$ cat src/rtl/hsfd_pkg.sv
// types, constants and the crc-8 step shared by the frame decoder
package hsfd_pkg;

  typedef logic        [7:0]  hsfd_byte_t;
  typedef logic        [15:0] hsfd_word_t;
  typedef logic signed [7:0]  hsfd_offset_t;
  typedef logic signed [14:0] hsfd_centi_t;
  typedef logic        [2:0]  hsfd_status_t;

  localparam hsfd_byte_t CRC_POLY = 8'h31;
  localparam hsfd_byte_t CRC_INIT = 8'hFF;

  localparam hsfd_status_t STATUS_OK         = 3'd0;
  localparam hsfd_status_t STATUS_TEMP_CRC   = 3'd1;
  localparam hsfd_status_t STATUS_HUM_CRC    = 3'd2;
  localparam hsfd_status_t STATUS_TEMP_RANGE = 3'd3;
  localparam hsfd_status_t STATUS_HUM_RANGE  = 3'd4;

  localparam logic signed [15:0] TEMP_MIN = -16'sd4000;
  localparam logic signed [15:0] TEMP_MAX = 16'sd12500;
  localparam logic signed [15:0] HUM_MIN  = 16'sd0;
  localparam logic signed [15:0] HUM_MAX  = 16'sd10000;

  // one complete frame handed from the parser to the conversion pipeline
  typedef struct packed {
    hsfd_word_t temp_word;
    hsfd_word_t hum_word;
    logic       temp_crc_good;
    logic       hum_crc_good;
  } hsfd_frame_t;

  function automatic hsfd_byte_t crc8_update(input hsfd_byte_t crc, input hsfd_byte_t data);
    hsfd_byte_t c;
    c = crc ^ data;
    for (int k = 0; k < 8; k++) begin
      c = c[7] ? ((c << 1) ^ CRC_POLY) : (c << 1);
    end
    return c;
  endfunction

endpackage

$ cat src/rtl/hsfd_if.sv
// channel interfaces: byte input, result output, configuration write
interface hsfd_in_if import hsfd_pkg::*; ();
  logic       valid;
  logic       ready;
  hsfd_byte_t rx_byte;
  logic       frame_start;

  modport source (output valid, rx_byte, frame_start, input ready);
  modport sink   (input valid, rx_byte, frame_start, output ready);
endinterface

interface hsfd_out_if import hsfd_pkg::*; ();
  logic         valid;
  logic         ready;
  hsfd_centi_t  temperature_centi;
  hsfd_centi_t  humidity_centi;
  hsfd_status_t status;

  modport source (output valid, temperature_centi, humidity_centi, status, input ready);
  modport sink   (input valid, temperature_centi, humidity_centi, status, output ready);
endinterface

interface hsfd_cfg_if import hsfd_pkg::*; ();
  logic         valid;
  logic         ready;
  hsfd_offset_t temp_offset;

  modport source (output valid, temp_offset, input ready);
  modport sink   (input valid, temp_offset, output ready);
endinterface

$ cat src/rtl/humidity_sensor_frame_decoder.sv
// top level of the six-byte temperature/humidity frame decoder
//
//   channel  dir  handshake        payload
//   in_ch    in   valid / ready    rx_byte, frame_start
//   out_ch   out  valid / ready    temperature_centi, humidity_centi, status
//   cfg_ch   in   valid / ready    temp_offset
//
// one byte transaction per cycle while in_ready is high; the sixth byte of a frame
// yields a result through the frame register, then numerator, quotient and result stages
// rst_n is synchronous: byte position 0, crc 0xff, offset 0, pipeline empty
// a held result stalls the pipeline stage by stage; in_ready drops only when
// the frame register behind the parser cannot move
module humidity_sensor_frame_decoder import hsfd_pkg::*; (
  input  logic clk,
  input  logic rst_n,
  hsfd_in_if.sink    in_ch,
  hsfd_out_if.source out_ch,
  hsfd_cfg_if.sink   cfg_ch
);

  hsfd_offset_t temp_offset_r;
  logic         frm_valid;
  logic         frm_ready;
  hsfd_frame_t  frm;

  assign cfg_ch.ready = 1'b1;

  always_ff @(posedge clk) begin
    if (!rst_n) begin
      temp_offset_r <= '0;
    end else if (cfg_ch.valid) begin
      temp_offset_r <= cfg_ch.temp_offset;
    end
  end

  hsfd_frame_parser u_parser (
    .clk         (clk),
    .rst_n       (rst_n),
    .byte_valid  (in_ch.valid),
    .byte_ready  (in_ch.ready),
    .rx_byte     (in_ch.rx_byte),
    .frame_start (in_ch.frame_start),
    .frm_valid   (frm_valid),
    .frm_ready   (frm_ready),
    .frm         (frm)
  );

  hsfd_convert u_convert (
    .clk               (clk),
    .rst_n             (rst_n),
    .frm_valid         (frm_valid),
    .frm_ready         (frm_ready),
    .frm               (frm),
    .temp_offset       (temp_offset_r),
    .res_valid         (out_ch.valid),
    .res_ready         (out_ch.ready),
    .temperature_centi (out_ch.temperature_centi),
    .humidity_centi    (out_ch.humidity_centi),
    .status            (out_ch.status)
  );

endmodule

$ cat src/rtl/hsfd_frame_parser.sv
// byte position tracking, word capture and crc checks for one frame
module hsfd_frame_parser import hsfd_pkg::*; (
  input  logic        clk,
  input  logic        rst_n,
  input  logic        byte_valid,
  output logic        byte_ready,
  input  hsfd_byte_t  rx_byte,
  input  logic        frame_start,
  output logic        frm_valid,
  input  logic        frm_ready,
  output hsfd_frame_t frm
);

  localparam logic [2:0] POS_TEMP_HI  = 3'd0;
  localparam logic [2:0] POS_TEMP_LO  = 3'd1;
  localparam logic [2:0] POS_TEMP_CRC = 3'd2;
  localparam logic [2:0] POS_HUM_HI   = 3'd3;
  localparam logic [2:0] POS_HUM_LO   = 3'd4;
  localparam logic [2:0] POS_HUM_CRC  = 3'd5;

  logic [2:0]  byte_index_r, byte_index_nxt;
  hsfd_byte_t  crc_r, crc_nxt;
  hsfd_word_t  temp_word_r, temp_word_nxt;
  hsfd_word_t  hum_word_r, hum_word_nxt;
  logic        temp_crc_good_r, temp_crc_good_nxt;
  logic        frm_valid_r, frm_valid_nxt;
  hsfd_frame_t frm_r, frm_nxt;

  logic        accept;
  logic        frm_free;
  logic [2:0]  pos;
  hsfd_byte_t  crc_step;

  assign frm_free   = !frm_valid_r || frm_ready;
  assign byte_ready = frm_free;
  assign accept     = byte_valid && frm_free;
  assign frm_valid  = frm_valid_r;
  assign frm        = frm_r;

  always_comb begin
    pos = frame_start ? POS_TEMP_HI : byte_index_r;
    if (pos > POS_HUM_CRC) begin
      pos = POS_TEMP_HI;
    end
  end

  // both crc words restart from the initial value at their high byte
  assign crc_step = crc8_update(((pos == POS_TEMP_HI) || (pos == POS_HUM_HI)) ? CRC_INIT : crc_r,
                                rx_byte);

  always_comb begin
    byte_index_nxt    = byte_index_r;
    crc_nxt           = crc_r;
    temp_word_nxt     = temp_word_r;
    hum_word_nxt      = hum_word_r;
    temp_crc_good_nxt = temp_crc_good_r;
    frm_valid_nxt     = frm_free ? 1'b0 : frm_valid_r;
    frm_nxt           = frm_r;
    if (accept) begin
      byte_index_nxt = (pos == POS_HUM_CRC) ? POS_TEMP_HI : pos + 3'd1;
      case (pos)
        POS_TEMP_HI: begin
          temp_word_nxt = {rx_byte, 8'h00};
          crc_nxt       = crc_step;
        end
        POS_TEMP_LO: begin
          temp_word_nxt = {temp_word_r[15:8], rx_byte};
          crc_nxt       = crc_step;
        end
        POS_TEMP_CRC: begin
          temp_crc_good_nxt = (crc_r == rx_byte);
        end
        POS_HUM_HI: begin
          hum_word_nxt = {rx_byte, 8'h00};
          crc_nxt      = crc_step;
        end
        POS_HUM_LO: begin
          hum_word_nxt = {hum_word_r[15:8], rx_byte};
          crc_nxt      = crc_step;
        end
        default: begin
          frm_valid_nxt         = 1'b1;
          frm_nxt.temp_word     = temp_word_r;
          frm_nxt.hum_word      = hum_word_r;
          frm_nxt.temp_crc_good = temp_crc_good_r;
          frm_nxt.hum_crc_good  = (crc_r == rx_byte);
        end
      endcase
    end
  end

  always_ff @(posedge clk) begin
    if (!rst_n) begin
      byte_index_r    <= POS_TEMP_HI;
      crc_r           <= CRC_INIT;
      temp_word_r     <= '0;
      hum_word_r      <= '0;
      temp_crc_good_r <= 1'b0;
      frm_valid_r     <= 1'b0;
    end else begin
      byte_index_r    <= byte_index_nxt;
      crc_r           <= crc_nxt;
      temp_word_r     <= temp_word_nxt;
      hum_word_r      <= hum_word_nxt;
      temp_crc_good_r <= temp_crc_good_nxt;
      frm_valid_r     <= frm_valid_nxt;
    end
  end

  always_ff @(posedge clk) begin
    frm_r <= frm_nxt;
  end

endmodule

$ cat src/rtl/hsfd_convert.sv
// three-stage conversion of raw words to centi units, status and result register
module hsfd_convert import hsfd_pkg::*; (
  input  logic         clk,
  input  logic         rst_n,
  input  logic         frm_valid,
  output logic         frm_ready,
  input  hsfd_frame_t  frm,
  input  hsfd_offset_t temp_offset,
  output logic         res_valid,
  input  logic         res_ready,
  output hsfd_centi_t  temperature_centi,
  output hsfd_centi_t  humidity_centi,
  output hsfd_status_t status
);

  localparam logic [30:0] TEMP_SPAN  = 31'd17500;
  localparam logic [29:0] HUM_SPAN   = 30'd12500;
  localparam logic [30:0] TEMP_BIAS  = 31'd32767;
  localparam logic [29:0] HUM_BIAS   = 30'd32767;
  localparam logic signed [15:0] TEMP_BASE = -16'sd4500;
  localparam logic signed [15:0] HUM_BASE  = -16'sd600;
  localparam logic signed [15:0] OFFSET_SCALE = 16'sd10;

  // stage a: scaled numerators
  logic        va_r;
  logic [30:0] num_t_r;
  logic [29:0] num_h_r;
  logic        tcrc_a_r, hcrc_a_r;
  // stage b: quotients by 65535
  logic        vb_r;
  logic [14:0] q_t_r;
  logic [13:0] q_h_r;
  logic        tcrc_b_r, hcrc_b_r;
  // result register
  logic         out_valid_r;
  hsfd_centi_t  temp_r, temp_nxt;
  hsfd_centi_t  hum_r, hum_nxt;
  hsfd_status_t status_r, status_nxt;

  logic a_free, b_free, c_free;
  logic [31:0] sum_t;
  logic [30:0] sum_h;
  logic signed [15:0] off_x10, t_wide, h_wide;

  assign c_free    = !out_valid_r || res_ready;
  assign b_free    = !vb_r || c_free;
  assign a_free    = !va_r || b_free;
  assign frm_ready = a_free;

  // floor(n / 65535) = (n + (n >> 16) + 1) >> 16 while the quotient stays below 2^16
  assign sum_t = {1'b0, num_t_r} + {17'd0, num_t_r[30:16]} + 32'd1;
  assign sum_h = {1'b0, num_h_r} + {17'd0, num_h_r[29:16]} + 31'd1;

  always_comb begin
    off_x10 = 16'(temp_offset) * OFFSET_SCALE;
    t_wide  = $signed({1'b0, q_t_r}) + TEMP_BASE + off_x10;
    h_wide  = $signed({2'b00, q_h_r}) + HUM_BASE;
    if (!tcrc_b_r) begin
      status_nxt = STATUS_TEMP_CRC;
    end else if (!hcrc_b_r) begin
      status_nxt = STATUS_HUM_CRC;
    end else if ((t_wide < TEMP_MIN) || (t_wide > TEMP_MAX)) begin
      status_nxt = STATUS_TEMP_RANGE;
    end else if ((h_wide < HUM_MIN) || (h_wide > HUM_MAX)) begin
      status_nxt = STATUS_HUM_RANGE;
    end else begin
      status_nxt = STATUS_OK;
    end
    temp_nxt = t_wide[14:0];
    hum_nxt  = h_wide[14:0];
  end

  always_ff @(posedge clk) begin
    if (!rst_n) begin
      va_r        <= 1'b0;
      vb_r        <= 1'b0;
      out_valid_r <= 1'b0;
    end else begin
      if (a_free) begin
        va_r <= frm_valid;
      end
      if (b_free) begin
        vb_r <= va_r;
      end
      if (c_free) begin
        out_valid_r <= vb_r;
      end
    end
  end

  always_ff @(posedge clk) begin
    if (a_free && frm_valid) begin
      num_t_r  <= 31'(frm.temp_word) * TEMP_SPAN + TEMP_BIAS;
      num_h_r  <= 30'(frm.hum_word) * HUM_SPAN + HUM_BIAS;
      tcrc_a_r <= frm.temp_crc_good;
      hcrc_a_r <= frm.hum_crc_good;
    end
    if (b_free && va_r) begin
      q_t_r    <= sum_t[30:16];
      q_h_r    <= sum_h[29:16];
      tcrc_b_r <= tcrc_a_r;
      hcrc_b_r <= hcrc_a_r;
    end
    if (c_free && vb_r) begin
      temp_r   <= temp_nxt;
      hum_r    <= hum_nxt;
      status_r <= status_nxt;
    end
  end

  assign res_valid         = out_valid_r;
  assign temperature_centi = temp_r;
  assign humidity_centi    = hum_r;
  assign status            = status_r;

endmodule

$ cat src/flat_wrapper.sv
// flat-port wrapper written by rule: the top's interface ports become plain ports
module humidity_sensor_frame_decoder_flat import hsfd_pkg::*;
  (clk, rst_n, in_ch_valid, in_ch_rx_byte, in_ch_frame_start, in_ch_ready, out_ch_valid, out_ch_temperature_centi, out_ch_humidity_centi, out_ch_status, out_ch_ready, cfg_ch_valid, cfg_ch_temp_offset, cfg_ch_ready);
  hsfd_in_if in_ch_i ();
  hsfd_out_if out_ch_i ();
  hsfd_cfg_if cfg_ch_i ();
  input  logic clk;
  input  logic rst_n;
  input wire logic [$bits(in_ch_i.valid)-1:0] in_ch_valid;
  input wire logic [$bits(in_ch_i.rx_byte)-1:0] in_ch_rx_byte;
  input wire logic [$bits(in_ch_i.frame_start)-1:0] in_ch_frame_start;
  output wire logic [$bits(in_ch_i.ready)-1:0] in_ch_ready;
  output wire logic [$bits(out_ch_i.valid)-1:0] out_ch_valid;
  output wire logic [$bits(out_ch_i.temperature_centi)-1:0] out_ch_temperature_centi;
  output wire logic [$bits(out_ch_i.humidity_centi)-1:0] out_ch_humidity_centi;
  output wire logic [$bits(out_ch_i.status)-1:0] out_ch_status;
  input wire logic [$bits(out_ch_i.ready)-1:0] out_ch_ready;
  input wire logic [$bits(cfg_ch_i.valid)-1:0] cfg_ch_valid;
  input wire logic [$bits(cfg_ch_i.temp_offset)-1:0] cfg_ch_temp_offset;
  output wire logic [$bits(cfg_ch_i.ready)-1:0] cfg_ch_ready;
  assign in_ch_i.valid = in_ch_valid;
  assign in_ch_i.rx_byte = in_ch_rx_byte;
  assign in_ch_i.frame_start = in_ch_frame_start;
  assign in_ch_ready = in_ch_i.ready;
  assign out_ch_valid = out_ch_i.valid;
  assign out_ch_temperature_centi = out_ch_i.temperature_centi;
  assign out_ch_humidity_centi = out_ch_i.humidity_centi;
  assign out_ch_status = out_ch_i.status;
  assign out_ch_i.ready = out_ch_ready;
  assign cfg_ch_i.valid = cfg_ch_valid;
  assign cfg_ch_i.temp_offset = cfg_ch_temp_offset;
  assign cfg_ch_ready = cfg_ch_i.ready;
  humidity_sensor_frame_decoder u_core (.clk(clk), .rst_n(rst_n), .in_ch(in_ch_i), .out_ch(out_ch_i), .cfg_ch(cfg_ch_i));
endmodule
$ cat config.mk
export PLATFORM = sky130hd
export DESIGN_NAME = humidity_sensor_frame_decoder_flat
export DESIGN_NICKNAME = d
export VERILOG_FILES = /design/src/rtl/hsfd_pkg.sv /design/src/rtl/hsfd_if.sv /design/src/rtl/humidity_sensor_frame_decoder.sv /design/src/rtl/hsfd_frame_parser.sv /design/src/rtl/hsfd_convert.sv /design/src/flat_wrapper.sv
export SDC_FILE = /design/constraint.sdc
export NUM_CORES = 1
export LEC_CHECK = 0
export BUFFER_PORTS_ARGS = -buffer_cell sky130_fd_sc_hd__buf_2
export CORE_MARGIN = 10
export CORE_UTILIZATION = 69
export DETAILED_ROUTE_END_ITERATION = 6
export GPL_ROUTABILITY_DRIVEN = 1
export PLACE_DENSITY = 0.87
export SLEW_MARGIN = 5
export SYNTH_ARGS = -nofsm -noshare
export SYNTH_HDL_FRONTEND = slang
export SYNTH_SLANG_ARGS = --single-unit
export TNS_END_PERCENT = 30
$ cat constraint.sdc
create_clock -name clk -period 8.85 [get_ports clk]
set_clock_uncertainty 0.05 [all_clocks]
set_input_delay 1.3275 -clock clk [delete_from_list [all_inputs] [get_ports clk]]
set_output_delay 1.3275 -clock clk [all_outputs]
set_load 0.02 [all_outputs]
# --- After elaboration in Yosys (flattened, before gate mapping) ---
# Index checks and enable logic that the tools add are counted.
# Widths: inputs -> output; s select.
totals:
  regBits: 217
  in_bits: 22
  out_inout_bits: 36
  word_cells: 114
classes:
  n_addsub: 10
  mul: 3
  magnitude_cmp: 5
  eq_ne: 6
  n_mux: 20
  bitwise: 14
  n_reduce_logical: 28
ops:
  columns: ["op", "n"]
  rows:
  - ["$pmux 16 s2", 2]
  - ["$mux 6", 8]
  - ["$gt 16x15->1 const B", 2]
  - ["$add 31x1->31 const B", 1]
  - ["$add 31x15->31", 1]
  - ["$add 31x15->31 const B", 1]
  - ["$add 30x1->30 const B", 1]
  - ["$add 30x14->30", 1]
  - ["$add 30x15->30 const B", 1]
  - ["$mul 16x13->29 const B", 1]
  - ["$mul 16x12->28 const B", 1]
  - ["$not 3->3", 8]
  - ["$add 15x11->16 const B", 1]
  - ["$add 16x13->16", 1]
  - ["$add 16x14->16 const B", 1]
  - ["$lt 16x1->1 const B", 1]
  - ["$lt 16x13->1 const B", 1]
  - ["$mul 8x4->12 const B", 1]
  - ["$mux 3", 4]
  - ["$reduce_and 2->1", 5]
  - ["$eq 8x8->1", 1]
  - ["$mux 8", 1]
  - ["$xor 8x8->8", 1]
  - ["$logic_or 1x1->1", 7]
  - ["16 further kinds", 33]

# --- Longest topological paths before layout ---
# Gate-level depths: netlist of the first run.
logic_depth:
  depth_word: 23
  mapped_depth: 22
  ltp_nobuf: 22

# --- By module ---
# Synthesis of the first run repeated with hierarchy kept, for this count alone.
unflattened:
  hier_cells: 1803
  hier_area_um2: 18385.1
modules_own_cells:
  columns: ["module", "instances", "cells_per_inst", "area_each_um2"]
  rows:
  - ["hsfd_convert", 1, 1468, 14612.8]
  - ["hsfd_frame_parser", 1, 308, 3459.6]
  - ["humidity_sensor_frame_decoder", 1, 27, 312.8]

# --- Worst setup path after synthesis of the first run ---
# Ideal clock, no wire load.
synth_timing:
  path_type: "register to register"
  from: "register u_core.u_parser.frm_r, in the netlist u_core.u_parser.frm[14]"
  to: "register u_core.u_convert.num_h_r[29], data pin"
  setup_ns: 0.260
  t_arrival_ns: 5.026
  required_time_ns: 8.540
  setup_slack_ns: 3.515
  path_stages_with_launch: 20
  cell_sequence: "edfxtp_1 ha_1 ha_1 inv_1 fa_1 inv_1 fa_1 inv_1 fa_1 inv_1 ha_1 a211oi_2 nor2_1 or4_1 a31o_1 a211o_1 or4_1 nand3_2 nand3_1 xnor2_1"
synth_via:
  elab_chain_len: 2
synth_rtl:
  columns: ["item", "line_no", "source"]
  rows:
  - ["start, declared", "hsfd_frame_parser.sv:27", "hsfd_frame_t frm_r, frm_nxt;"]
  - ["start signal, assigned", "hsfd_frame_parser.sv:111", "frm_r <= frm_nxt;"]
  - ["$mul 16x12->28", "hsfd_convert.sv:94", "num_h_r <= 30'(frm.hum_word) * HUM_SPAN + HUM_BIAS;"]
  - ["$add 30x15->30", "hsfd_convert.sv:94", null]
  - ["end signal, assigned", "hsfd_convert.sv:94", null]
  - ["end, declared", "hsfd_convert.sv:27", "logic [29:0] num_h_r;"]
# Every way passes these cells.
# A chain may end at the register's enable or synchronous reset.

# --- Worst setup path in the final report of the first run ---
layout_timing:
  from: "register u_core.u_parser.frm_r, in the netlist u_core.u_parser.frm[16]"
  to: "register u_core.u_convert.num_h_r[29], data pin"
# Same word-level chain as after synthesis.

==> results.json, run 1 <==
{
  "outcome": "completed",
  "post_synthesis_async_set_or_reset_flop_share": 0,
  "synth.ff_latch_count": 213,
  "finalWeightedCongestion": 0.947,
  "cts.repair.resized": 0,
  "total_of_buffers_placed_on_input_and_output_ports": 56,
  "detail-route-antenna-nets": 0,
  "clock_path_buffers": 3,
  "max_slew_headroom": 0.377,
  "fp.dieH_um": 181,
  "net_count_synth": 2103,
  "arrival_ns": 5.87,
  "cp-start-kind": "flop",
  "global_route.overflow_total": 0,
  "fp.dieArea_um2": 32600,
  "grt_use_total": 0.221,
  "number_of_nets_in_the_layout": 2160,
  "num-fill-cells": 1574,
  "routed_wl_um": 36500,
  "cts_tree": "done",
  "type_of_destination_of_the_critical_path": "flop",
  "synth_ff_type": "sky130_fd_sc_hd__edfxtp_1",
  "tns_ns": 0,
  "final_layout_size_suffix_gt1_frac": 0.0757,
  "power.internal_mw": 1.80,
  "switching_power_mw": 0.530,
  "hp-class": "reg -> reg",
  "total_setup_violations_reported_at_the_end_of_the_flow": 0,
  "grt_pass1_wl_um": 61600,
  "finalMaxSlewViolations": 0,
  "worstPathRequired_ns": 9.07,
  "syn-instance-count": 1723,
  "routed-via-count": 12500,
  "ctsHoldBuffers": 0,
  "max_freq_ghz": 0.177,
  "detailedPlacementHpwl_um": 28300,
  "pwr-share-comb": 0.092,
  "die_w_um": 181,
  "placement_rows": 58,
  "time_the_final_worst_path_needs_with_i_o_delays_and_setup_ns": 5.65,
  "ys.warnings.count": 0,
  "initial_core_utilization": 0.703,
  "seq_area_frac_synth": 0.328,
  "clock_sink_count": 213,
  "post_drt_via_cell_ratio": 5.90,
  "ys_top_cells_by_area": "sky130_fd_sc_hd__edfxtp_1, sky130_fd_sc_hd__ha_1, sky130_fd_sc_hd__fa_1",
  "cts.clk_slew.worst_paths_ns": 0.07,
  "drt_first_iter_violations": 733,
  "drt_pass1_iterations": 5,
  "cell_area_after_technology_mapping_um2": 17800,
  "synth_top_area_share": 0.265,
  "antenna_found_initial": 1,
  "cap_violations": 0,
  "insertion_delay_ns": 0.53,
  "avgRoutedWirePerCell_um": 17.1,
  "coreArea_um2": 25300,
  "post-route-drc-count": 0,
  "cts_buffers": 24,
  "max-vdd-ir-drop_mv": 0.220,
  "fin_util": 0.760,
  "maximum_fanout_along_the_worst_path": 6,
  "yosys.cell_types.count": 89,
  "setup_repair_after_global_routing_missed_its_margin": "false",
  "first_global_vias": 13000,
  "netSwitchingFraction": 0.228,
  "fin_crit_sh": 0.638,
  "p_leak_nw": 8.70,
  "powerDensity_nw_per_um2": 121,
  "clk_root_buffer_cell": "sky130_fd_sc_hd__clkbuf_16",
  "synth.largest_area_cell": "sky130_fd_sc_hd__edfxtp_1",
  "area_delta_synth_final_pct": 8.06,
  "synth_edf_count": 157,
  "power.sequential.fraction": 0.469,
  "cts_setup_buffers": 0,
  "ios": 58,
  "synth_area_per_cell_um2": 10.3,
  "classification_of_the_worst_setup_path": "reg -> reg",
  "hold_viol_final": 0,
  "ctsHtreeMaxLevel": 1,
  "clock_power_share": 0.439,
  "grt_start_max_net_pins": 60,
  "worst-slew-pin-transition_ns": 0.934
}
cells in the mapped netlist (6+ instances only):
cell	count
sky130_fd_sc_hd__nand2b_1	12
sky130_fd_sc_hd__a21oi_1	58
sky130_fd_sc_hd__nor3_1	22
sky130_fd_sc_hd__nor2b_1	47
sky130_fd_sc_hd__edfxtp_1	157
sky130_fd_sc_hd__ha_1	275
sky130_fd_sc_hd__inv_1	258
sky130_fd_sc_hd__nand2_1	88
sky130_fd_sc_hd__o21ai_1	14
sky130_fd_sc_hd__a211oi_1	18
sky130_fd_sc_hd__mux2i_1	20
sky130_fd_sc_hd__o21ai_0	33
sky130_fd_sc_hd__nand3_1	40
sky130_fd_sc_hd__and2_1	10
sky130_fd_sc_hd__dfxtp_1	56
sky130_fd_sc_hd__a21o_1	21
sky130_fd_sc_hd__xnor2_1	112
sky130_fd_sc_hd__nand4_1	13
sky130_fd_sc_hd__o31ai_1	6
sky130_fd_sc_hd__xor2_1	74
sky130_fd_sc_hd__a21boi_0	12
sky130_fd_sc_hd__and3_1	15
sky130_fd_sc_hd__o21a_1	21
sky130_fd_sc_hd__a31oi_1	9
sky130_fd_sc_hd__and4_1	10
sky130_fd_sc_hd__clkbuf_1	21
sky130_fd_sc_hd__fa_1	83
sky130_fd_sc_hd__a31o_2	6
sky130_fd_sc_hd__nor2_1	79
sky130_fd_sc_hd__a22oi_1	16
sky130_fd_sc_hd__buf_2	6
sky130_fd_sc_hd__o21bai_1	9
sky130_fd_sc_hd__or3_1	9
stage by stage:
| step | std cells | instance area, um^2 | hold slack (ns) | setup slack [ns] | power (mW) |
|---|---|---|---|---|---|
| global placement | 2084 | 18400 | 0.354 | 3.36 | 1.31 |
| detailed placement | 2084 | 18400 | 0.365 | 3.26 | 1.32 |
| CTS | 2127 | 19200 | 0.369 | 3.21 | 2.33 |
| global route | 2127 | 19200 | 0.383 | 2.90 | 2.40 |
| finish | 2128 | 19300 | 0.374 | 3.20 | 2.33 |
| floorplan | 1723 | 17800 | 0.350 | 3.51 | 1.28 |
layer usage:
layer	routed length, um	part of all wire	vias to the layer above	GRT usage
met5	0	0	-	0
met4	1090	0.030	0	0.0755
met3	2100	0.058	91	0.0345
met2	17900	0.49	378	0.389
met1	15400	0.42	5981	0.269
li1	-	-	6095	-
cells in the final DEF, fill, tap and decap left out, drive strengths merged, types with 7 or more instances in the layout:
| cell | n |
|---|---|
| a21o | 21 |
| o21a | 21 |
| nor3 | 25 |
| or3 | 9 |
| xor2 | 74 |
| and4 | 11 |
| edfxtp | 157 |
| nand3 | 41 |
| xnor2 | 112 |
| a22oi | 16 |
| buf | 60 |
| clkbuf | 30 |
| a21oi | 60 |
| nor2b | 47 |
| nand2b | 12 |
| nor2 | 80 |
| a21boi | 13 |
| o31ai | 7 |
| a211oi | 21 |
| mux2i | 20 |
| inv | 258 |
| dfxtp | 56 |
| and3 | 17 |
| and2 | 10 |
| a31oi | 9 |
| ha | 275 |
| clkinv | 9 |
| nand2 | 89 |
| a31o | 7 |
| nand4 | 13 |
| fa | 83 |
| o21ai | 48 |
| o21bai | 9 |
critical path, stage by stage, from the launching register on:
cell                       delay [ns]
sky130_fd_sc_hd__edfxtp_1        0.50
sky130_fd_sc_hd__ha_1            0.33
sky130_fd_sc_hd__ha_1            0.30
sky130_fd_sc_hd__inv_1           0.06
sky130_fd_sc_hd__fa_1            0.55
sky130_fd_sc_hd__inv_1           0.06
sky130_fd_sc_hd__fa_1            0.50
sky130_fd_sc_hd__inv_1           0.06
sky130_fd_sc_hd__fa_1            0.53
sky130_fd_sc_hd__inv_1           0.04
sky130_fd_sc_hd__ha_1            0.36
sky130_fd_sc_hd__and4_1          0.25
sky130_fd_sc_hd__and2_1          0.20
sky130_fd_sc_hd__a22o_1          0.27
sky130_fd_sc_hd__or2_1           0.25
sky130_fd_sc_hd__a21oi_1         0.36
sky130_fd_sc_hd__and4b_1         0.32
sky130_fd_sc_hd__and3_1          0.17
sky130_fd_sc_hd__nand3_1         0.09
sky130_fd_sc_hd__xnor2_1         0.13
power by group through the flow:
stage                     Sequential, mW  Clock (mW)  Combinational, mW
after global routing                1.09        1.07              0.236
final                               1.09        1.02              0.213
after detailed placement            1.11           0              0.207
after CTS                           1.09        1.03              0.212
after floorplan                     1.11           0              0.169
after global placement              1.11           0              0.199
sequential cells by signal (all words and copies together), names as in the netlist, 8 cells and up:
signal                              flops
u_core.u_convert.q_h_r                 14
u_core.u_parser.hum_word_r             16
u_core.u_parser.crc_r                   8
u_core.u_convert.q_t_r                 15
u_core.u_convert.num_t_r               29
u_core.u_convert.temperature_centi     15
u_core.u_convert.num_h_r               28
u_core.u_parser.frm                    34
u_core.u_convert.humidity_centi        15
u_core.u_parser.temp_word_r            16
u_core.temp_offset_r                    8
kinds of logic (layout without fill, tap and decap cells):
kind of cell | Yosys count | after routing | synth area share
compound gates | 279 | 279 | 0.110
buf+inv | 287 | 361 | 0.0611
simple gates | 379 | 379 | 0.112
flops | 213 | 213 | 0.328
xor+xnor | 186 | 186 | 0.0914
fa+ha+maj | 358 | 358 | 0.286
other cells | 1 | 2 | 0.000210
mux | 20 | 20 | 0.0112
final timing paths:
check	from	end	slack [ns]	depth (start not counted)
setup / recovery	u_core.u_parser.frm[16]	u_core.u_convert.num_h_r[29]	3.20	19
hold / removal	u_core.u_parser.hum_word_r[12]	u_core.u_parser.frm[14]	0.37	0
setup reg to reg	u_core.u_parser.frm[16]	u_core.u_convert.num_h_r[29]	3.20	19
hold reg to reg	u_core.u_parser.hum_word_r[12]	u_core.u_parser.frm[14]	0.37	0
area by class of cell:
type	instances	area, um^2	area share
timing repair buffer	60	310	0.0161
tap	330	413	0.0214
clock buffer	30	633	0.0329
inverter	258	968	0.0503
clock inverter	13	183	0.00949
multi-input combinational	1223	10900	0.566
antenna	1	2.50	0.000130
sequential	213	5840	0.303
Power figures use the tool's default switching activity.
==> run 2: changes to the inputs <==
- CORE_UTILIZATION: 69 -> 58
- PLACE_DENSITY: 0.87 -> 0.78
- clock period: 8.85 -> 4.8 ns (I/O delays scaled with it)
==> run 2 against run 1 <==
The run now ends with negative setup slack left. Sequential share of layout area fell by 5.1 points. Power increased by 81%. Maximum frequency up 2.0%. Via count increased by 18%. Worst setup slack worse by 3.9 ns. Routed wire length increased by 42%. Worst hold slack lost 0.0062 ns. Critical endpoint is now u_core.u_convert.num_t_r[28]. Largest power group unchanged. Highest routed layer unchanged.
==> results.json, run 2 (synthesis results as in run 1) <==
{
  "clock_power_share": 0.418,
  "hold_end": "u_core.u_convert.tcrc_b_r",
  "powerDensity_nw_per_um2": 182,
  "cap_violations": 0,
  "fin_crit_sh": 1.15,
  "grt_use_total": 0.227,
  "timing.rr.start": "u_core.u_parser.frm[31]",
  "cpMostUsedCell": "sky130_fd_sc_hd__inv_2",
  "ctsHtreeMaxLevel": 1,
  "cp-start-kind": "flop",
  "first_global_vias": 14800,
  "num-fill-cells": 1729,
  "placement_rows": 64,
  "finish.cell_count_without_fillers": 2490,
  "hp-class": "reg -> reg",
  "grt_start_max_net_pins": 57,
  "grt_pass1_wl_um": 72700,
  "cts.clk_slew.worst_paths_ns": 0.06,
  "critPathMaxStageDelay_ns": 0.68,
  "max-vdd-ir-drop_mv": 0.247,
  "time_the_final_worst_path_needs_with_i_o_delays_and_setup_ns": 5.54,
  "area_delta_synth_final_pct": 29.9,
  "switching_power_mw": 1.01,
  "layout_common_cells": "sky130_fd_sc_hd__buf_4, sky130_fd_sc_hd__inv_1, sky130_fd_sc_hd__ha_1, sky130_fd_sc_hd__edfxtp_1, sky130_fd_sc_hd__xnor2_1",
  "clock_sink_count": 213,
  "total_of_buffers_placed_on_input_and_output_ports": 56,
  "min_setup_slack_post_route_ns": -0.740,
  "max_slew_headroom": 0.399,
  "detailedPlacementHpwl_um": 30200,
  "power.sequential.fraction": 0.478,
  "type_of_destination_of_the_critical_path": "flop",
  "fin_util": 0.760,
  "final_layout_size_suffix_gt1_frac": 0.299,
  "p_leak_nw": 10.3,
  "netSwitchingFraction": 0.240,
  "pwr-share-comb": 0.104,
  "avgRoutedWirePerCell_um": 20.8,
  "cts_tree": "done",
  "hold_depth": 0,
  "power.internal_mw": 3.20,
  "worst-slew-pin-transition_ns": 0.902,
  "worstHoldStart": "u_core.u_convert.tcrc_a_r",
  "n_antenna_cell": 0,
  "finalMaxSlewViolations": 0,
  "global_route.overflow_total": 0,
  "routed_wl_um": 51800,
  "clk_root_buffer_cell": "sky130_fd_sc_hd__clkbuf_16",
  "number_of_nets_in_the_layout": 2457,
  "cts_buffers": 23,
  "post-route-drc-count": 0,
  "arrival_ns": 5.78,
  "ios": 58,
  "antenna_found_initial": 1,
  "hold_viol_final": 0,
  "routed-via-count": 14800,
  "violated_checks": "negative setup slack",
  "setup_repair_after_global_routing_missed_its_margin": "true",
  "initial_core_utilization": 0.585,
  "max_freq_ghz": 0.180,
  "drt_first_iter_violations": 1175,
  "seq_area_um2": 5840,
  "maximum_fanout_along_the_worst_path": 3,
  "r2r.worst_path.cells": 21,
  "largest_reg_flops": 34,
  "outcome": "finished, violations left",
  "r2r_setup_slack_ns": -0.74,
  "placed_cells": 2383,
  "insertion_delay_ns": 0.53,
  "worstPathRequired_ns": 5.04,
  "fp.dieH_um": 195,
  "drt_pass1_iterations": 5,
  "fp.dieArea_um2": 38100,
  "total_setup_violations_reported_at_the_end_of_the_flow": 31,
  "ctsHoldBuffers": 0,
  "coreArea_um2": 30400,
  "detail-route-antenna-nets": 0,
  "combined_area_of_the_multi_input_logic_cells_um2": 12400,
  "clock_path_buffers": 3,
  "classification_of_the_worst_setup_path": "reg -> reg",
  "post_drt_via_cell_ratio": 5.93,
  "die_w_um": 195,
  "r2r-end": "u_core.u_convert.num_t_r[28]",
  "finalWeightedCongestion": 0.892,
  "worstPathCellList": "ha_1, inv_2, fa_1, inv_2, ha_4, fa_1, inv_2, fa_1, inv_2, ha_4, a21oi_4, o21ai_4, o211ai_2, buf_4, a211oi_2, or4_4, a211oi_4, nand4b_4, buf_6, nor2_4, xnor2_1",
  "worst_path_max_delay_cell": "sky130_fd_sc_hd__fa_1",
  "hold_slack_ns": 0.368,
  "layout.cells.most_common": "sky130_fd_sc_hd__buf_4"
}
==> run 2: cell types whose count changed in the layout (fill, tap and decap cells not counted), sizes merged <==
cell | before | now
buf | 60 | 358
inv | 258 | 261
bufinv | 4 | 2
clkbuf | 30 | 28
clkinv | 9 | 8
clkinvlp | 0 | 1
diode | 1 | 0
==> run 2: worst max-delay path, delay by kind of cell, from the launching register on <==
family	cells	cell delay, ns
xor+xnor	1	0.06
simple gates	3	0.69
compound gates	5	0.92
buf+inv	6	0.55
flops	1	0.45
fa+ha+maj	6	2.56
==> run 2: worst max-delay path by stage <==
stage | startpoint | to | slack [ns] | cells after the start
final | u_core.u_parser.frm[31] | u_core.u_convert.num_t_r[28] | -0.74 | 21
after global routing | u_core.u_parser.frm[31] | u_core.u_convert.num_t_r[28] | -0.86 | 21
after CTS | u_core.u_parser.frm[15] | u_core.u_convert.num_h_r[29] | -0.43 | 19
after detailed placement | u_core.u_parser.frm[15] | u_core.u_convert.num_h_r[29] | -0.56 | 19
after global placement | u_core.u_parser.frm[15] | u_core.u_convert.num_h_r[29] | -0.49 | 19
after floorplan | u_core.u_parser.frm[15] | u_core.u_convert.num_h_r[29] | -0.40 | 19
==> run 2: final cells by class <==
| type | count | share of cell area |
|---|---|---|
| clock buffers | 28 | 0.0261 |
| inverters | 258 | 0.0419 |
| flip-flops and latches | 213 | 0.252 |
| repair buffers | 358 | 0.115 |
| clock inverters | 14 | 0.00616 |
| multi-input cells | 1223 | 0.537 |
| well taps | 396 | 0.0214 |
==> run 2: what timing repair did <==
item / CTS / global route
pin swaps: 121 / 83
buffers inserted: 39 / 27
endpoints found under the setup margin: 30 / 36
gates cloned: 0 / 0
resized for setup: 144 / 89
==> run 2: power by group through the flow <==
stage	logic [mW]	registers, mW	clock network, mW
global route	0.481	2.01	1.85
finish	0.439	2.01	1.76
floorplan	0.315	2.04	0
CTS	0.420	2.01	1.77
detailed placement	0.408	2.05	0
global placement	0.391	2.05	0
==> run 2: per-stage QoR <==
step	setup TNS, ns	cell area [um^2]	power (mW)	setup WS (ns)
2_1_floorplan	-2.92	18000	2.35	-0.403
3_3_place_gp	-6.17	20500	2.44	-0.495
3_5_place_dp	-8.65	20500	2.45	-0.558
4_1_cts	-3.78	22500	4.20	-0.431
5_1_grt	-18.60	23100	4.34	-0.861
6_report	-14.26	23100	4.21	-0.740
==> run 2: metal layers <==
| metal | GRT usage | share of wire | vias up |
|---|---|---|---|
| li1 | - | - | 6684 |
| met1 | 0.251 | 0.36 | 7003 |
| met2 | 0.423 | 0.50 | 770 |
| met3 | 0.0361 | 0.068 | 306 |
| met4 | 0.0945 | 0.068 | 0 |
| met5 | 0 | 0 | - |
